File: src/rtl/csl_pkg.sv
// ----------------------------------------------------------------------------
// csl_pkg: shared types and constants of the c subset lexer
// token kinds and codes, scanner modes, character classes and keyword table
// ----------------------------------------------------------------------------
package csl_pkg;

    localparam int LENGTH_BITS_DEF = 16;
    localparam int LINE_BITS_DEF   = 24;
    localparam int OFFSET_BITS     = 32;
    localparam int QUEUE_DEPTH     = 4;
    localparam int WORD_BITS       = 48;
    localparam int KW_COUNT        = 6;

    typedef enum logic [2:0] {
        KIND_IDENT   = 3'd0,
        KIND_KEYWORD = 3'd1,
        KIND_NUMBER  = 3'd2,
        KIND_OP      = 3'd3,
        KIND_SEP     = 3'd4,
        KIND_COMMENT = 3'd5,
        KIND_UNKNOWN = 3'd6,
        KIND_END     = 3'd7
    } kind_t;

    typedef enum logic [3:0] {
        MODE_IDLE     = 4'd0,
        MODE_IDENT    = 4'd1,
        MODE_NUM_INT  = 4'd2,
        MODE_NUM_DOT  = 4'd3,
        MODE_NUM_FRAC = 4'd4,
        MODE_SLASH    = 4'd5,
        MODE_EQ       = 4'd6,
        MODE_LINE_C   = 4'd7,
        MODE_BLOCK_C  = 4'd8
    } mode_t;

    // operator codes
    localparam logic [2:0] OP_PLUS   = 3'd0;
    localparam logic [2:0] OP_MINUS  = 3'd1;
    localparam logic [2:0] OP_STAR   = 3'd2;
    localparam logic [2:0] OP_SLASH  = 3'd3;
    localparam logic [2:0] OP_ASSIGN = 3'd4;
    localparam logic [2:0] OP_EQUAL  = 3'd5;
    localparam logic [2:0] OP_LESS   = 3'd6;
    localparam logic [2:0] OP_GREAT  = 3'd7;

    // separator codes
    localparam logic [2:0] SEP_LPAREN = 3'd0;
    localparam logic [2:0] SEP_RPAREN = 3'd1;
    localparam logic [2:0] SEP_LBRACE = 3'd2;
    localparam logic [2:0] SEP_RBRACE = 3'd3;
    localparam logic [2:0] SEP_SEMI   = 3'd4;
    localparam logic [2:0] SEP_COMMA  = 3'd5;

    localparam logic [2:0] CODE_NONE = 3'd0;

    // record bundle bookkeeping
    localparam int SLOT_COUNT = 3;
    localparam int SLOT_CNT_W = 2;

    function automatic logic is_alpha(input logic [7:0] c);
        return (c inside {[8'h61:8'h7a], [8'h41:8'h5a], 8'h5f});
    endfunction

    function automatic logic is_digit(input logic [7:0] c);
        return (c inside {[8'h30:8'h39]});
    endfunction

    function automatic logic is_blank(input logic [7:0] c);
        return (c inside {8'h20, 8'h09, 8'h0d});
    endfunction

    // keyword text, right aligned, index equals keyword code
    function automatic logic [WORD_BITS-1:0] kw_text(input logic [2:0] idx);
        logic [WORD_BITS-1:0] t;
        case (idx)
            3'd0:    t = 48'h0000_0069_6E74;
            3'd1:    t = 48'h0066_6C6F_6174;
            3'd2:    t = 48'h0000_0000_6966;
            3'd3:    t = 48'h0000_656C_7365;
            3'd4:    t = 48'h0077_6869_6C65;
            3'd5:    t = 48'h7265_7475_726E;
            default: t = '1;
        endcase
        return t;
    endfunction

    function automatic logic [2:0] kw_len(input logic [2:0] idx);
        logic [2:0] n;
        case (idx)
            3'd0:    n = 3'd3;
            3'd1:    n = 3'd5;
            3'd2:    n = 3'd2;
            3'd3:    n = 3'd4;
            3'd4:    n = 3'd5;
            3'd5:    n = 3'd6;
            default: n = 3'd0;
        endcase
        return n;
    endfunction

endpackage

File: src/rtl/c_subset_lexer_core.sv
// ----------------------------------------------------------------------------
// c_subset_lexer_core: streaming lexer for a small c subset
// source bytes in, token records (kind, code, length, offset, line) out
// ----------------------------------------------------------------------------
// usage
//   input side is a queue: drive char_byte/end_mark with push, a transaction
//   completes on a clock edge with push high and full low
//   output side is a queue: while empty is low the oldest record sits on the
//   token ports, a transaction completes on an edge with pop high and empty low
//   each byte yields zero to three records, last_of_run marks the final one
//   end_mark flushes the pending token, emits the end record and restarts
//   offsets at 0 and the line count at 1
// timing
//   one byte accepted every cycle while the bundle queue has room; the scanner
//   decides combinationally and writes a bundle of up to three records into a
//   four-entry bundle queue
//   the first record of a byte passes through the bundle queue and the output
//   register to the ports; the rest follow one per cycle while pop is high
//   tokens still open wait until a later byte or end_mark closes them
//   when the receiver stalls, the queue fills and full rises; nothing is lost
// reset
//   rst_n clears scanner state, queue and the valid flag of the output register
// ----------------------------------------------------------------------------
module c_subset_lexer_core #(
    parameter int LENGTH_BITS = csl_pkg::LENGTH_BITS_DEF,
    parameter int LINE_BITS   = csl_pkg::LINE_BITS_DEF
) (
    input  logic                            clk,
    input  logic                            rst_n,
    input  logic                            push,
    output logic                            full,
    input  logic [7:0]                      char_byte,
    input  logic                            end_mark,
    output logic                            empty,
    input  logic                            pop,
    output logic [2:0]                      token_kind,
    output logic [2:0]                      token_code,
    output logic [LENGTH_BITS-1:0]          token_length,
    output logic [csl_pkg::OFFSET_BITS-1:0] start_offset,
    output logic [LINE_BITS-1:0]            line_number,
    output logic                            last_of_run
);

    // one record: kind, code, length, start offset
    localparam int REC_W    = 6 + LENGTH_BITS + csl_pkg::OFFSET_BITS;
    // bundle: line, three record slots, record count
    localparam int BUNDLE_W = LINE_BITS + csl_pkg::SLOT_COUNT * REC_W + csl_pkg::SLOT_CNT_W;

    logic                accept;
    logic                q_push, q_pop, q_full, q_empty;
    logic [BUNDLE_W-1:0] q_wr_data, q_rd_data;

    assign full   = q_full;
    assign accept = push && !q_full;

    // front: scanner
    csl_front #(
        .LENGTH_BITS (LENGTH_BITS),
        .LINE_BITS   (LINE_BITS),
        .REC_W       (REC_W),
        .BUNDLE_W    (BUNDLE_W)
    ) u_front (
        .clk         (clk),
        .rst_n       (rst_n),
        .accept      (accept),
        .char_byte   (char_byte),
        .end_mark    (end_mark),
        .bundle_push (q_push),
        .bundle_data (q_wr_data)
    );

    // bundle queue between scanner and serializer
    csl_queue #(
        .WIDTH   (BUNDLE_W),
        .DEPTH   (csl_pkg::QUEUE_DEPTH)
    ) u_queue (
        .clk     (clk),
        .rst_n   (rst_n),
        .push    (q_push),
        .wr_data (q_wr_data),
        .full    (q_full),
        .pop     (q_pop),
        .rd_data (q_rd_data),
        .empty   (q_empty)
    );

    // back: serializer and output register
    csl_back #(
        .LENGTH_BITS  (LENGTH_BITS),
        .LINE_BITS    (LINE_BITS),
        .REC_W        (REC_W),
        .BUNDLE_W     (BUNDLE_W)
    ) u_back (
        .clk          (clk),
        .rst_n        (rst_n),
        .bundle_data  (q_rd_data),
        .bundle_empty (q_empty),
        .bundle_pop   (q_pop),
        .pop          (pop),
        .empty        (empty),
        .token_kind   (token_kind),
        .token_code   (token_code),
        .token_length (token_length),
        .start_offset (start_offset),
        .line_number  (line_number),
        .last_of_run  (last_of_run)
    );

    // an idle output register refills as soon as a bundle waits
    a_refill: assert property (@(posedge clk) disable iff (!rst_n)
        (empty && !q_empty) |=> !empty)
        else $error("output register did not pick up a waiting bundle");

    // bundles written to the queue always carry at least one record
    a_no_blank_bundle: assert property (@(posedge clk) disable iff (!rst_n)
        q_push |-> (q_wr_data[csl_pkg::SLOT_CNT_W-1:0] != '0))
        else $error("bundle with no records written to queue");

    // draining the last record with nothing queued leaves the output empty
    a_drain: assert property (@(posedge clk) disable iff (!rst_n)
        (pop && !empty && q_empty) |=> empty)
        else $error("record appeared with no bundle queued");

endmodule

File: src/rtl/csl_queue.sv
// ----------------------------------------------------------------------------
// csl_queue: short register queue
// decouples the scanner from the record serializer, one push and one pop a cycle
// ----------------------------------------------------------------------------
module csl_queue #(
    parameter int WIDTH = 8,
    parameter int DEPTH = csl_pkg::QUEUE_DEPTH
) (
    input  logic             clk,
    input  logic             rst_n,
    input  logic             push,
    input  logic [WIDTH-1:0] wr_data,
    output logic             full,
    input  logic             pop,
    output logic [WIDTH-1:0] rd_data,
    output logic             empty
);

    localparam int PTR_W = (DEPTH > 1) ? $clog2(DEPTH) : 1;
    localparam int CNT_W = $clog2(DEPTH + 1);

    logic [WIDTH-1:0] mem_reg [DEPTH];
    logic [PTR_W-1:0] wr_ptr_reg, wr_ptr_next;
    logic [PTR_W-1:0] rd_ptr_reg, rd_ptr_next;
    logic [CNT_W-1:0] cnt_reg, cnt_next;
    logic             do_push, do_pop;

    assign full    = (cnt_reg == CNT_W'(DEPTH));
    assign empty   = (cnt_reg == '0);
    assign do_push = push && !full;
    assign do_pop  = pop && !empty;
    assign rd_data = mem_reg[rd_ptr_reg];

    always_comb
    begin
        wr_ptr_next = wr_ptr_reg;
        rd_ptr_next = rd_ptr_reg;
        cnt_next    = cnt_reg;
        if (do_push)
        begin
            wr_ptr_next = (wr_ptr_reg == PTR_W'(DEPTH - 1)) ? '0 : wr_ptr_reg + 1'b1;
        end
        if (do_pop)
        begin
            rd_ptr_next = (rd_ptr_reg == PTR_W'(DEPTH - 1)) ? '0 : rd_ptr_reg + 1'b1;
        end
        if (do_push && !do_pop)
        begin
            cnt_next = cnt_reg + 1'b1;
        end
        else if (do_pop && !do_push)
        begin
            cnt_next = cnt_reg - 1'b1;
        end
    end

    always_ff @(posedge clk or negedge rst_n)
    begin
        if (!rst_n)
        begin
            wr_ptr_reg <= '0;
            rd_ptr_reg <= '0;
            cnt_reg    <= '0;
        end
        else
        begin
            wr_ptr_reg <= wr_ptr_next;
            rd_ptr_reg <= rd_ptr_next;
            cnt_reg    <= cnt_next;
        end
    end

    always_ff @(posedge clk)
    begin
        if (do_push)
        begin
            mem_reg[wr_ptr_reg] <= wr_data;
        end
    end

endmodule

File: src/rtl/csl_front.sv
// ----------------------------------------------------------------------------
// csl_front: byte scanner
// classifies one accepted byte a cycle and packs the records it ends into one bundle
// ----------------------------------------------------------------------------
module csl_front #(
    parameter int LENGTH_BITS = csl_pkg::LENGTH_BITS_DEF,
    parameter int LINE_BITS   = csl_pkg::LINE_BITS_DEF,
    parameter int REC_W       = 6 + LENGTH_BITS + csl_pkg::OFFSET_BITS,
    parameter int BUNDLE_W    = LINE_BITS + csl_pkg::SLOT_COUNT * REC_W
                                + csl_pkg::SLOT_CNT_W
) (
    input  logic                clk,
    input  logic                rst_n,
    input  logic                accept,
    input  logic [7:0]          char_byte,
    input  logic                end_mark,
    output logic                bundle_push,
    output logic [BUNDLE_W-1:0] bundle_data
);

    localparam int OFS_W = csl_pkg::OFFSET_BITS;
    localparam int WRD_W = csl_pkg::WORD_BITS;

    csl_pkg::mode_t         mode_reg, mode_next;
    logic                   star_reg, star_next;
    logic [LINE_BITS-1:0]   line_reg, line_next;
    logic [OFS_W-1:0]       pos_reg, pos_next;
    logic [OFS_W-1:0]       start_reg, start_next;
    logic [LENGTH_BITS-1:0] count_reg, count_next;
    logic [WRD_W-1:0]       word_reg, word_next;
    logic                   long_reg, long_next;

    logic [LENGTH_BITS-1:0] count_inc, count_inc2;
    logic [LINE_BITS-1:0]   line_inc;
    logic                   kw_hit;
    logic [2:0]             kw_idx;

    logic [2:0]             p0_kind, p0_code, s2_kind, s2_code;
    logic [LENGTH_BITS-1:0] p0_len, s2_len;
    logic [OFS_W-1:0]       s2_start;
    logic                   p0_v, p1_v, s2_v, redo;
    logic [REC_W-1:0]       rec_p0, rec_p1, rec_s2;
    logic [1:0]             slot_cnt;

    assign count_inc  = (count_reg == '1) ? count_reg : count_reg + 1'b1;
    assign count_inc2 = (count_inc == '1) ? count_inc : count_inc + 1'b1;
    assign line_inc   = (line_reg == '1) ? line_reg : line_reg + 1'b1;

    // keyword lookup on the buffered word
    always_comb
    begin
        kw_hit = 1'b0;
        kw_idx = 3'd0;
        for (int i = 0; i < csl_pkg::KW_COUNT; i++)
        begin
            if (!long_reg && count_reg == LENGTH_BITS'(csl_pkg::kw_len(3'(i)))
                && word_reg == csl_pkg::kw_text(3'(i)))
            begin
                kw_hit = 1'b1;
                kw_idx = 3'(i);
            end
        end
    end

    always_comb
    begin
        mode_next  = mode_reg;
        star_next  = star_reg;
        line_next  = line_reg;
        pos_next   = pos_reg + 1'b1;
        start_next = start_reg;
        count_next = count_reg;
        word_next  = word_reg;
        long_next  = long_reg;
        p0_v       = 1'b0;
        p1_v       = 1'b0;
        s2_v       = 1'b0;
        redo       = 1'b0;
        s2_kind    = csl_pkg::KIND_UNKNOWN;
        s2_code    = csl_pkg::CODE_NONE;
        s2_len     = LENGTH_BITS'(1);
        s2_start   = pos_reg;

        // record of the pending token
        case (mode_reg)
            csl_pkg::MODE_IDENT:
            begin
                p0_kind = kw_hit ? csl_pkg::KIND_KEYWORD : csl_pkg::KIND_IDENT;
                p0_code = kw_hit ? kw_idx : csl_pkg::CODE_NONE;
                p0_len  = count_reg;
            end
            csl_pkg::MODE_NUM_INT, csl_pkg::MODE_NUM_DOT, csl_pkg::MODE_NUM_FRAC:
            begin
                p0_kind = csl_pkg::KIND_NUMBER;
                p0_code = csl_pkg::CODE_NONE;
                p0_len  = count_reg;
            end
            csl_pkg::MODE_SLASH:
            begin
                p0_kind = csl_pkg::KIND_OP;
                p0_code = csl_pkg::OP_SLASH;
                p0_len  = LENGTH_BITS'(1);
            end
            csl_pkg::MODE_EQ:
            begin
                p0_kind = csl_pkg::KIND_OP;
                p0_code = csl_pkg::OP_ASSIGN;
                p0_len  = LENGTH_BITS'(1);
            end
            default:
            begin
                p0_kind = csl_pkg::KIND_COMMENT;
                p0_code = csl_pkg::CODE_NONE;
                p0_len  = count_reg;
            end
        endcase

        if (end_mark)
        begin
            // flush, end record, back to reset state
            p0_v       = (mode_reg != csl_pkg::MODE_IDLE);
            p1_v       = (mode_reg == csl_pkg::MODE_NUM_DOT);
            s2_v       = 1'b1;
            s2_kind    = csl_pkg::KIND_END;
            s2_len     = '0;
            mode_next  = csl_pkg::MODE_IDLE;
            star_next  = 1'b0;
            line_next  = LINE_BITS'(1);
            pos_next   = '0;
            start_next = '0;
            count_next = '0;
            word_next  = '0;
            long_next  = 1'b0;
        end
        else
        begin
            case (mode_reg)
                csl_pkg::MODE_IDENT:
                begin
                    if (csl_pkg::is_alpha(char_byte) || csl_pkg::is_digit(char_byte))
                    begin
                        if (count_reg < LENGTH_BITS'(6))
                        begin
                            word_next = {word_reg[WRD_W-9:0], char_byte};
                        end
                        else
                        begin
                            long_next = 1'b1;
                        end
                        count_next = count_inc;
                    end
                    else
                    begin
                        p0_v = 1'b1;
                        redo = 1'b1;
                    end
                end
                csl_pkg::MODE_NUM_INT:
                begin
                    if (csl_pkg::is_digit(char_byte))
                    begin
                        count_next = count_inc;
                    end
                    else if (char_byte == 8'h2e)
                    begin
                        mode_next = csl_pkg::MODE_NUM_DOT;
                    end
                    else
                    begin
                        p0_v = 1'b1;
                        redo = 1'b1;
                    end
                end
                csl_pkg::MODE_NUM_DOT:
                begin
                    if (csl_pkg::is_digit(char_byte))
                    begin
                        count_next = count_inc2;
                        mode_next  = csl_pkg::MODE_NUM_FRAC;
                    end
                    else
                    begin
                        p0_v = 1'b1;
                        p1_v = 1'b1;
                        redo = 1'b1;
                    end
                end
                csl_pkg::MODE_NUM_FRAC:
                begin
                    if (csl_pkg::is_digit(char_byte))
                    begin
                        count_next = count_inc;
                    end
                    else
                    begin
                        p0_v = 1'b1;
                        redo = 1'b1;
                    end
                end
                csl_pkg::MODE_SLASH:
                begin
                    if (char_byte == 8'h2f)
                    begin
                        count_next = count_inc;
                        mode_next  = csl_pkg::MODE_LINE_C;
                    end
                    else if (char_byte == 8'h2a)
                    begin
                        count_next = count_inc;
                        star_next  = 1'b0;
                        mode_next  = csl_pkg::MODE_BLOCK_C;
                    end
                    else
                    begin
                        p0_v = 1'b1;
                        redo = 1'b1;
                    end
                end
                csl_pkg::MODE_EQ:
                begin
                    p0_v = 1'b1;
                    if (char_byte == 8'h3d)
                    begin
                        p0_code   = csl_pkg::OP_EQUAL;
                        p0_len    = LENGTH_BITS'(2);
                        mode_next = csl_pkg::MODE_IDLE;
                    end
                    else
                    begin
                        redo = 1'b1;
                    end
                end
                csl_pkg::MODE_LINE_C:
                begin
                    if (char_byte == 8'h0a)
                    begin
                        p0_v = 1'b1;
                        redo = 1'b1;
                    end
                    else
                    begin
                        count_next = count_inc;
                    end
                end
                csl_pkg::MODE_BLOCK_C:
                begin
                    count_next = count_inc;
                    if (char_byte == 8'h2f && star_reg)
                    begin
                        p0_v      = 1'b1;
                        p0_len    = count_inc;
                        mode_next = csl_pkg::MODE_IDLE;
                        star_next = 1'b0;
                    end
                    else
                    begin
                        if (char_byte == 8'h0a)
                        begin
                            line_next = line_inc;
                        end
                        star_next = (char_byte == 8'h2a);
                    end
                end
                default:
                begin
                    redo = 1'b1;
                end
            endcase

            // byte handled from the idle state
            if (redo)
            begin
                mode_next = csl_pkg::MODE_IDLE;
                if (csl_pkg::is_blank(char_byte))
                begin
                    s2_v = 1'b0;
                end
                else if (char_byte == 8'h0a)
                begin
                    line_next = line_inc;
                end
                else if (csl_pkg::is_alpha(char_byte))
                begin
                    mode_next  = csl_pkg::MODE_IDENT;
                    start_next = pos_reg;
                    count_next = LENGTH_BITS'(1);
                    word_next  = WRD_W'(char_byte);
                    long_next  = 1'b0;
                end
                else if (csl_pkg::is_digit(char_byte))
                begin
                    mode_next  = csl_pkg::MODE_NUM_INT;
                    start_next = pos_reg;
                    count_next = LENGTH_BITS'(1);
                end
                else if (char_byte == 8'h2f)
                begin
                    mode_next  = csl_pkg::MODE_SLASH;
                    start_next = pos_reg;
                    count_next = LENGTH_BITS'(1);
                end
                else if (char_byte == 8'h3d)
                begin
                    mode_next  = csl_pkg::MODE_EQ;
                    start_next = pos_reg;
                    count_next = LENGTH_BITS'(1);
                end
                else
                begin
                    s2_v = 1'b1;
                    case (char_byte)
                        8'h2b:   begin s2_kind = csl_pkg::KIND_OP;  s2_code = csl_pkg::OP_PLUS;    end
                        8'h2d:   begin s2_kind = csl_pkg::KIND_OP;  s2_code = csl_pkg::OP_MINUS;   end
                        8'h2a:   begin s2_kind = csl_pkg::KIND_OP;  s2_code = csl_pkg::OP_STAR;    end
                        8'h3c:   begin s2_kind = csl_pkg::KIND_OP;  s2_code = csl_pkg::OP_LESS;    end
                        8'h3e:   begin s2_kind = csl_pkg::KIND_OP;  s2_code = csl_pkg::OP_GREAT;   end
                        8'h28:   begin s2_kind = csl_pkg::KIND_SEP; s2_code = csl_pkg::SEP_LPAREN; end
                        8'h29:   begin s2_kind = csl_pkg::KIND_SEP; s2_code = csl_pkg::SEP_RPAREN; end
                        8'h7b:   begin s2_kind = csl_pkg::KIND_SEP; s2_code = csl_pkg::SEP_LBRACE; end
                        8'h7d:   begin s2_kind = csl_pkg::KIND_SEP; s2_code = csl_pkg::SEP_RBRACE; end
                        8'h3b:   begin s2_kind = csl_pkg::KIND_SEP; s2_code = csl_pkg::SEP_SEMI;   end
                        8'h2c:   begin s2_kind = csl_pkg::KIND_SEP; s2_code = csl_pkg::SEP_COMMA;  end
                        default: begin s2_kind = csl_pkg::KIND_UNKNOWN; s2_code = csl_pkg::CODE_NONE; end
                    endcase
                end
            end
        end
    end

    // compact the valid records to the low slots, a dot record implies a number
    assign rec_p0 = {p0_kind, p0_code, p0_len, start_reg};
    assign rec_p1 = {3'(csl_pkg::KIND_UNKNOWN), csl_pkg::CODE_NONE, LENGTH_BITS'(1),
                     pos_reg - 1'b1};
    assign rec_s2 = {s2_kind, s2_code, s2_len, s2_start};
    assign slot_cnt = 2'(p0_v) + 2'(p1_v) + 2'(s2_v);

    assign bundle_data = {line_reg, rec_s2, (p1_v ? rec_p1 : rec_s2),
                          (p0_v ? rec_p0 : rec_s2), slot_cnt};
    assign bundle_push = accept && (slot_cnt != 2'd0);

    always_ff @(posedge clk or negedge rst_n)
    begin
        if (!rst_n)
        begin
            mode_reg  <= csl_pkg::MODE_IDLE;
            star_reg  <= 1'b0;
            line_reg  <= LINE_BITS'(1);
            pos_reg   <= '0;
            start_reg <= '0;
            count_reg <= '0;
            word_reg  <= '0;
            long_reg  <= 1'b0;
        end
        else if (accept)
        begin
            mode_reg  <= mode_next;
            star_reg  <= star_next;
            line_reg  <= line_next;
            pos_reg   <= pos_next;
            start_reg <= start_next;
            count_reg <= count_next;
            word_reg  <= word_next;
            long_reg  <= long_next;
        end
    end

endmodule

File: src/rtl/csl_back.sv
// ----------------------------------------------------------------------------
// csl_back: record serializer
// walks the records of the head bundle into the free output register, one a cycle
// ----------------------------------------------------------------------------
module csl_back #(
    parameter int LENGTH_BITS = csl_pkg::LENGTH_BITS_DEF,
    parameter int LINE_BITS   = csl_pkg::LINE_BITS_DEF,
    parameter int REC_W       = 6 + LENGTH_BITS + csl_pkg::OFFSET_BITS,
    parameter int BUNDLE_W    = LINE_BITS + csl_pkg::SLOT_COUNT * REC_W
                                + csl_pkg::SLOT_CNT_W
) (
    input  logic                            clk,
    input  logic                            rst_n,
    input  logic [BUNDLE_W-1:0]             bundle_data,
    input  logic                            bundle_empty,
    output logic                            bundle_pop,
    input  logic                            pop,
    output logic                            empty,
    output logic [2:0]                      token_kind,
    output logic [2:0]                      token_code,
    output logic [LENGTH_BITS-1:0]          token_length,
    output logic [csl_pkg::OFFSET_BITS-1:0] start_offset,
    output logic [LINE_BITS-1:0]            line_number,
    output logic                            last_of_run
);

    localparam int CW = csl_pkg::SLOT_CNT_W;

    logic [1:0]           idx_reg, idx_next;
    logic                 valid_reg, valid_next;
    logic [REC_W-1:0]     rec_reg, rec_sel;
    logic [LINE_BITS-1:0] line_reg;
    logic                 last_reg, last_sel;
    logic [1:0]           slot_cnt;
    logic                 load;

    assign slot_cnt = bundle_data[CW-1:0];
    assign load     = !valid_reg || pop;

    always_comb
    begin
        case (idx_reg)
            2'd0:    rec_sel = bundle_data[CW +: REC_W];
            2'd1:    rec_sel = bundle_data[CW + REC_W +: REC_W];
            default: rec_sel = bundle_data[CW + 2*REC_W +: REC_W];
        endcase
    end

    assign last_sel = (idx_reg + 2'd1 == slot_cnt);

    always_comb
    begin
        idx_next   = idx_reg;
        valid_next = valid_reg;
        bundle_pop = 1'b0;
        if (load)
        begin
            valid_next = !bundle_empty;
            if (!bundle_empty)
            begin
                if (last_sel)
                begin
                    idx_next   = 2'd0;
                    bundle_pop = 1'b1;
                end
                else
                begin
                    idx_next = idx_reg + 2'd1;
                end
            end
        end
    end

    always_ff @(posedge clk or negedge rst_n)
    begin
        if (!rst_n)
        begin
            idx_reg   <= 2'd0;
            valid_reg <= 1'b0;
        end
        else
        begin
            idx_reg   <= idx_next;
            valid_reg <= valid_next;
        end
    end

    always_ff @(posedge clk)
    begin
        if (load && !bundle_empty)
        begin
            rec_reg  <= rec_sel;
            line_reg <= bundle_data[BUNDLE_W-1 -: LINE_BITS];
            last_reg <= last_sel;
        end
    end

    assign empty        = !valid_reg;
    assign token_kind   = rec_reg[REC_W-1 -: 3];
    assign token_code   = rec_reg[REC_W-4 -: 3];
    assign token_length = rec_reg[csl_pkg::OFFSET_BITS +: LENGTH_BITS];
    assign start_offset = rec_reg[csl_pkg::OFFSET_BITS-1:0];
    assign line_number  = line_reg;
    assign last_of_run  = last_reg;

endmodule

File: config.mk
export PLATFORM = sky130hd
export DESIGN_NAME = c_subset_lexer_core
export DESIGN_NICKNAME = d
export VERILOG_FILES = /design/src/rtl/csl_pkg.sv /design/src/rtl/c_subset_lexer_core.sv /design/src/rtl/csl_queue.sv /design/src/rtl/csl_front.sv /design/src/rtl/csl_back.sv
export SDC_FILE = /design/constraint.sdc
export NUM_CORES = 1
export LEC_CHECK = 0
export BUFFER_PORTS_ARGS = -buffer_cell sky130_fd_sc_hd__buf_2
export CORE_MARGIN = 5
export CORE_UTILIZATION = 30
export CTS_CLUSTER_DIAMETER = 60
export DETAILED_ROUTE_END_ITERATION = 6
export HOLD_SLACK_MARGIN = 0.15
export PLACE_DENSITY = 0.52
export SETUP_SLACK_MARGIN = 0.5
export SLEW_MARGIN = 20
export SYNTH_ARGS = -nofsm -noshare
export SYNTH_HDL_FRONTEND = slang
export SYNTH_HIERARCHICAL = 1
export SYNTH_SLANG_ARGS = --single-unit
File: constraint.sdc
create_clock -name clk -period 10.3 [get_ports clk]
set_clock_uncertainty 0.1 [all_clocks]
set_input_delay 0.515 -clock clk [delete_from_list [all_inputs] [get_ports clk]]
set_output_delay 0.515 -clock clk [all_outputs]
set_load 0.02 [all_outputs]
==> results by group <==
Outcome
  • Status: complete, no violations

Clocking
  • Clock Path Buffers: 3
  • CTS tree: built
  • CTS sink cnt: between 900 and 1,000
  • PostCTS Resize Cnt: 0
  • Clk pin slew, worst setup/hold paths: about 0.060 ns
  • Root Buffer: clkbuf_16
  • H-tree Lvls: 3
  • Total CTS buffers: 106
  • Worst-Skew Late Latency: 0.71 ns

STA
  • Hold_ws: 0.232 ns
  • Tightest Pin Transition: 1.09 ns
  • Max-slew headroom at the worst pin: 27.6%
  • Final Hold Viols: 0
  • Min cycle time layout: 6.76 ns
  • Setup WS post-layout: 3.54 ns
  • Final TNS setup: 0 ns
  • Setup Viol. Count Final: 0
  • RSZ-0062 raised after global routing: no
  • Slew Limit Fails: 0
  • Highest clock rate: roughly 0.15 GHz
  • Tcrit/Tclk final: about two thirds

Placed design
  • Final HPWL DP: 60.4 mm
  • Dpl cells: 4,522
  • Dpl cell area: 0.0446 mm^2
  • Pre-CTS WS: 3.44 ns
  • IO Port Bufs: 93
  • Routability cong.: slightly below 0.9

Global routing
  • Largest net degree at the start of global routing: 138
  • Vias in the first global route: ~24,000
  • First-pass GRT wire length: approximately 150 mm
  • Total grt overflow: 0
  • Initial antenna violation count: 3
  • GRT Total Usage: 13.6%

Finish
  • Final instance area: 0.0481 mm^2
  • Final std cells w/o fill: 4,733
  • Area Overhead vs Synth: 13.6%
  • Core Util, Final: 34.4%
  • Max FFs per register: around 750
  • Layout cells sized above 1: 18.2%
  • Nets@finish: between 2,000 and 3,000

Floorplanning
  • Die height: slightly below 400 um
  • Die width: ~390 um
  • I/O pins: 94
  • Die area: 0.149 mm^2
  • Initial Utilization: a little under a third
  • Core Box Area: 0.140 mm^2
  • Row count: approximately 140

Worst setup path
  • RR Startpoint: u_front/mode_reg[1]$_DFFE_PN0P_
  • WS Path Type: in -> reg
  • Reg2reg path depth: 15
  • CP endpoint kind: flop
  • Critical Path Source Type: input port
  • Reg2reg setup slack: 3.85 ns
  • Crit Path Max Fanout: 50
  • R2r endpoint: u_queue/mem_reg[1][29]$_DFFE_PP_
  • Worst Path Arrival: 6.95 ns
  • Required time of the critical path: 10.49 ns

Power
  • Pwr Total: 13.6 mW
  • Worst vdd ir: 0.000237 V
  • P_leak: 16.6 nW
  • P per Cell Area: 284 mW/mm^2

Logic synthesis
  • Number of synthesized flops with an enable pin: 831
  • Top-area cell type share of the netlist area: 59.0%
  • Post-synth top flop: edfxtp_1
  • Syn Std Cell Area: between 0.04 and 0.05 mm^2
  • Ranking of synthesized cells by area: edfxtp_1 (59%), mux4_2 (10%), dfrtp_1 (9.9%)
  • Mapped Cells: ~2,700
  • Syn Area/Cell: 15.7 um^2
  • Netlist cell types: between 100 and 150
  • FF+latch count, synth: 999
  • Cell taking the most area after synthesis: edfxtp_1
  • Sequential fraction of the synthesis area: 68.9%
  • Synth warn: 6
  • Top-count cell post-synth: edfxtp_1
  • Share of flip-flops with an asynchronous set or reset: 16.8%
  • Post-synth top cells: edfxtp_1 (831), nand2_1 (318), mux4_2 (188)

Worst hold path
  • Worst Hold End: u_front/word_reg[2]$_DFFE_PN0P_
  • Min-delay src: char_byte[2]
  • Hold Crit Class: in -> reg
  • Hold Crit Depth: 2

Drt
  • Routed Antenna Nets: 0
  • Drt first pass iters: 5
  • Residual DRC count: 0
  • DRT Wirelength: 102 mm
  • Initial DRC count: 1,985
  • Routed len/inst: approximately 22 um
  • Via-to-Cell Ratio: 5.02
  • DR vias: 23,700

Flow run
  • Max-Cap Viols: 0
[metal layers]
layer / routed length (um) / global-route usage [%] / part of all wire [%] / up-vias
met3: 6130 / 2.65 / 6.0 / 148
met1: 45800 / 19.4 / 45 / 12300
met5: 0 / 0 / 0 / -
met4: 2390 / 3.62 / 2.3 / 0
li1: - / - / - / 10600
met2: 47700 / 21.4 / 47 / 688
[cells by family after synthesis]
kind of cell,Yosys count,share of synthesized area (%)
AOI/OAI and AO/OA,378,6.43
xor gates and xnor gates,95,1.97
adders and majority gates,19,0.597
buffers and inverters,238,2.88
DFF,999,68.9
muxes,204,10.4
other,1,0.00886
and+or+nand+nor,760,8.81
[power by group]
group	leakage, nW	internal, mW	total (mW)	switching (mW)
Clock	1.68	2.15	3.73	1.58
Combinational	4.87	1.39	3.98	2.59
Sequential	10.0	5.52	5.92	0.403
[cell usage in the layout (no fill, tap or decap), types with 10 or more instances in the layout]
cell type,synthesis,routed
clkbuf_16,0,106
clkinv_2,0,25
o21ai_0,52,52
nand4_1,27,27
conb_1,1,30
nor2_1,145,141
clkbuf_1,95,33
mux4_2,188,188
a22o_1,80,80
and3_1,21,21
nand3_1,45,45
dfrtp_1,167,165
edfxtp_1,831,831
clkinv_1,0,12
nand3b_1,10,10
buf_2,55,92
xor2_1,54,54
ha_1,17,15
a31oi_1,13,13
or3_1,19,19
buf_4,34,34
o21ai_1,15,14
a22oi_1,56,56
or4_1,11,11
nand2_1,318,318
nor3_1,42,41
nor4_1,32,32
xnor2_1,41,41
a21oi_1,57,57
inv_1,27,27
[area by class of cell]
type / instances / area, um^2
clock buffer: 144 / 2850
sequential: 999 / 29200
clock inverter: 57 / 583
timing repair buffer: 140 / 900
inverter: 30 / 113
fill: 13400 / 91800
tap: 1876 / 2350
antenna: 1 / 2.50
multi-input combinational: 1486 / 12100
[worst max-delay path, cell delays in order]
cell,delay [ns]
dlygate4sd3_1,0.53
buf_2,0.19
or4b_1,0.73
nor3_2,0.34
a211oi_1,0.14
a21oi_1,0.33
nand2_1,0.15
o31ai_2,0.42
and2_2,0.25
inv_2,0.34
fa_1,0.76
nor2_1,0.07
nor2_1,0.08
nor2b_1,0.46
and2_4,0.74
buf_4,0.75
[how the worst max path moves through the flow]
stage | from | end | slack, ns | cells after the start
finish | char_byte[4] | u_queue/mem_reg[1][29]$_DFFE_PP_ | 3.54 | 16
global route | char_byte[4] | u_queue/mem_reg[1][29]$_DFFE_PP_ | 3.27 | 16
CTS | char_byte[4] | u_queue/mem_reg[1][29]$_DFFE_PP_ | 3.62 | 16
detailed placement | char_byte[4] | u_queue/mem_reg[1][29]$_DFFE_PP_ | 3.44 | 15
global placement | char_byte[4] | u_queue/mem_reg[1][28]$_DFFE_PP_ | 3.56 | 15
floorplan | char_byte[4] | u_queue/mem_reg[0][0]$_DFFE_PP_ | 1.57 | 17
[timing repair]
action / 4_1_cts / 5_1_grt
hold buffers: 9 / 0
buffers inserted: 0 / 0
hold endpoints to repair: 63 / 0
setup endpoints to repair: 0 / 0
Power figures use the tool's default switching activity.
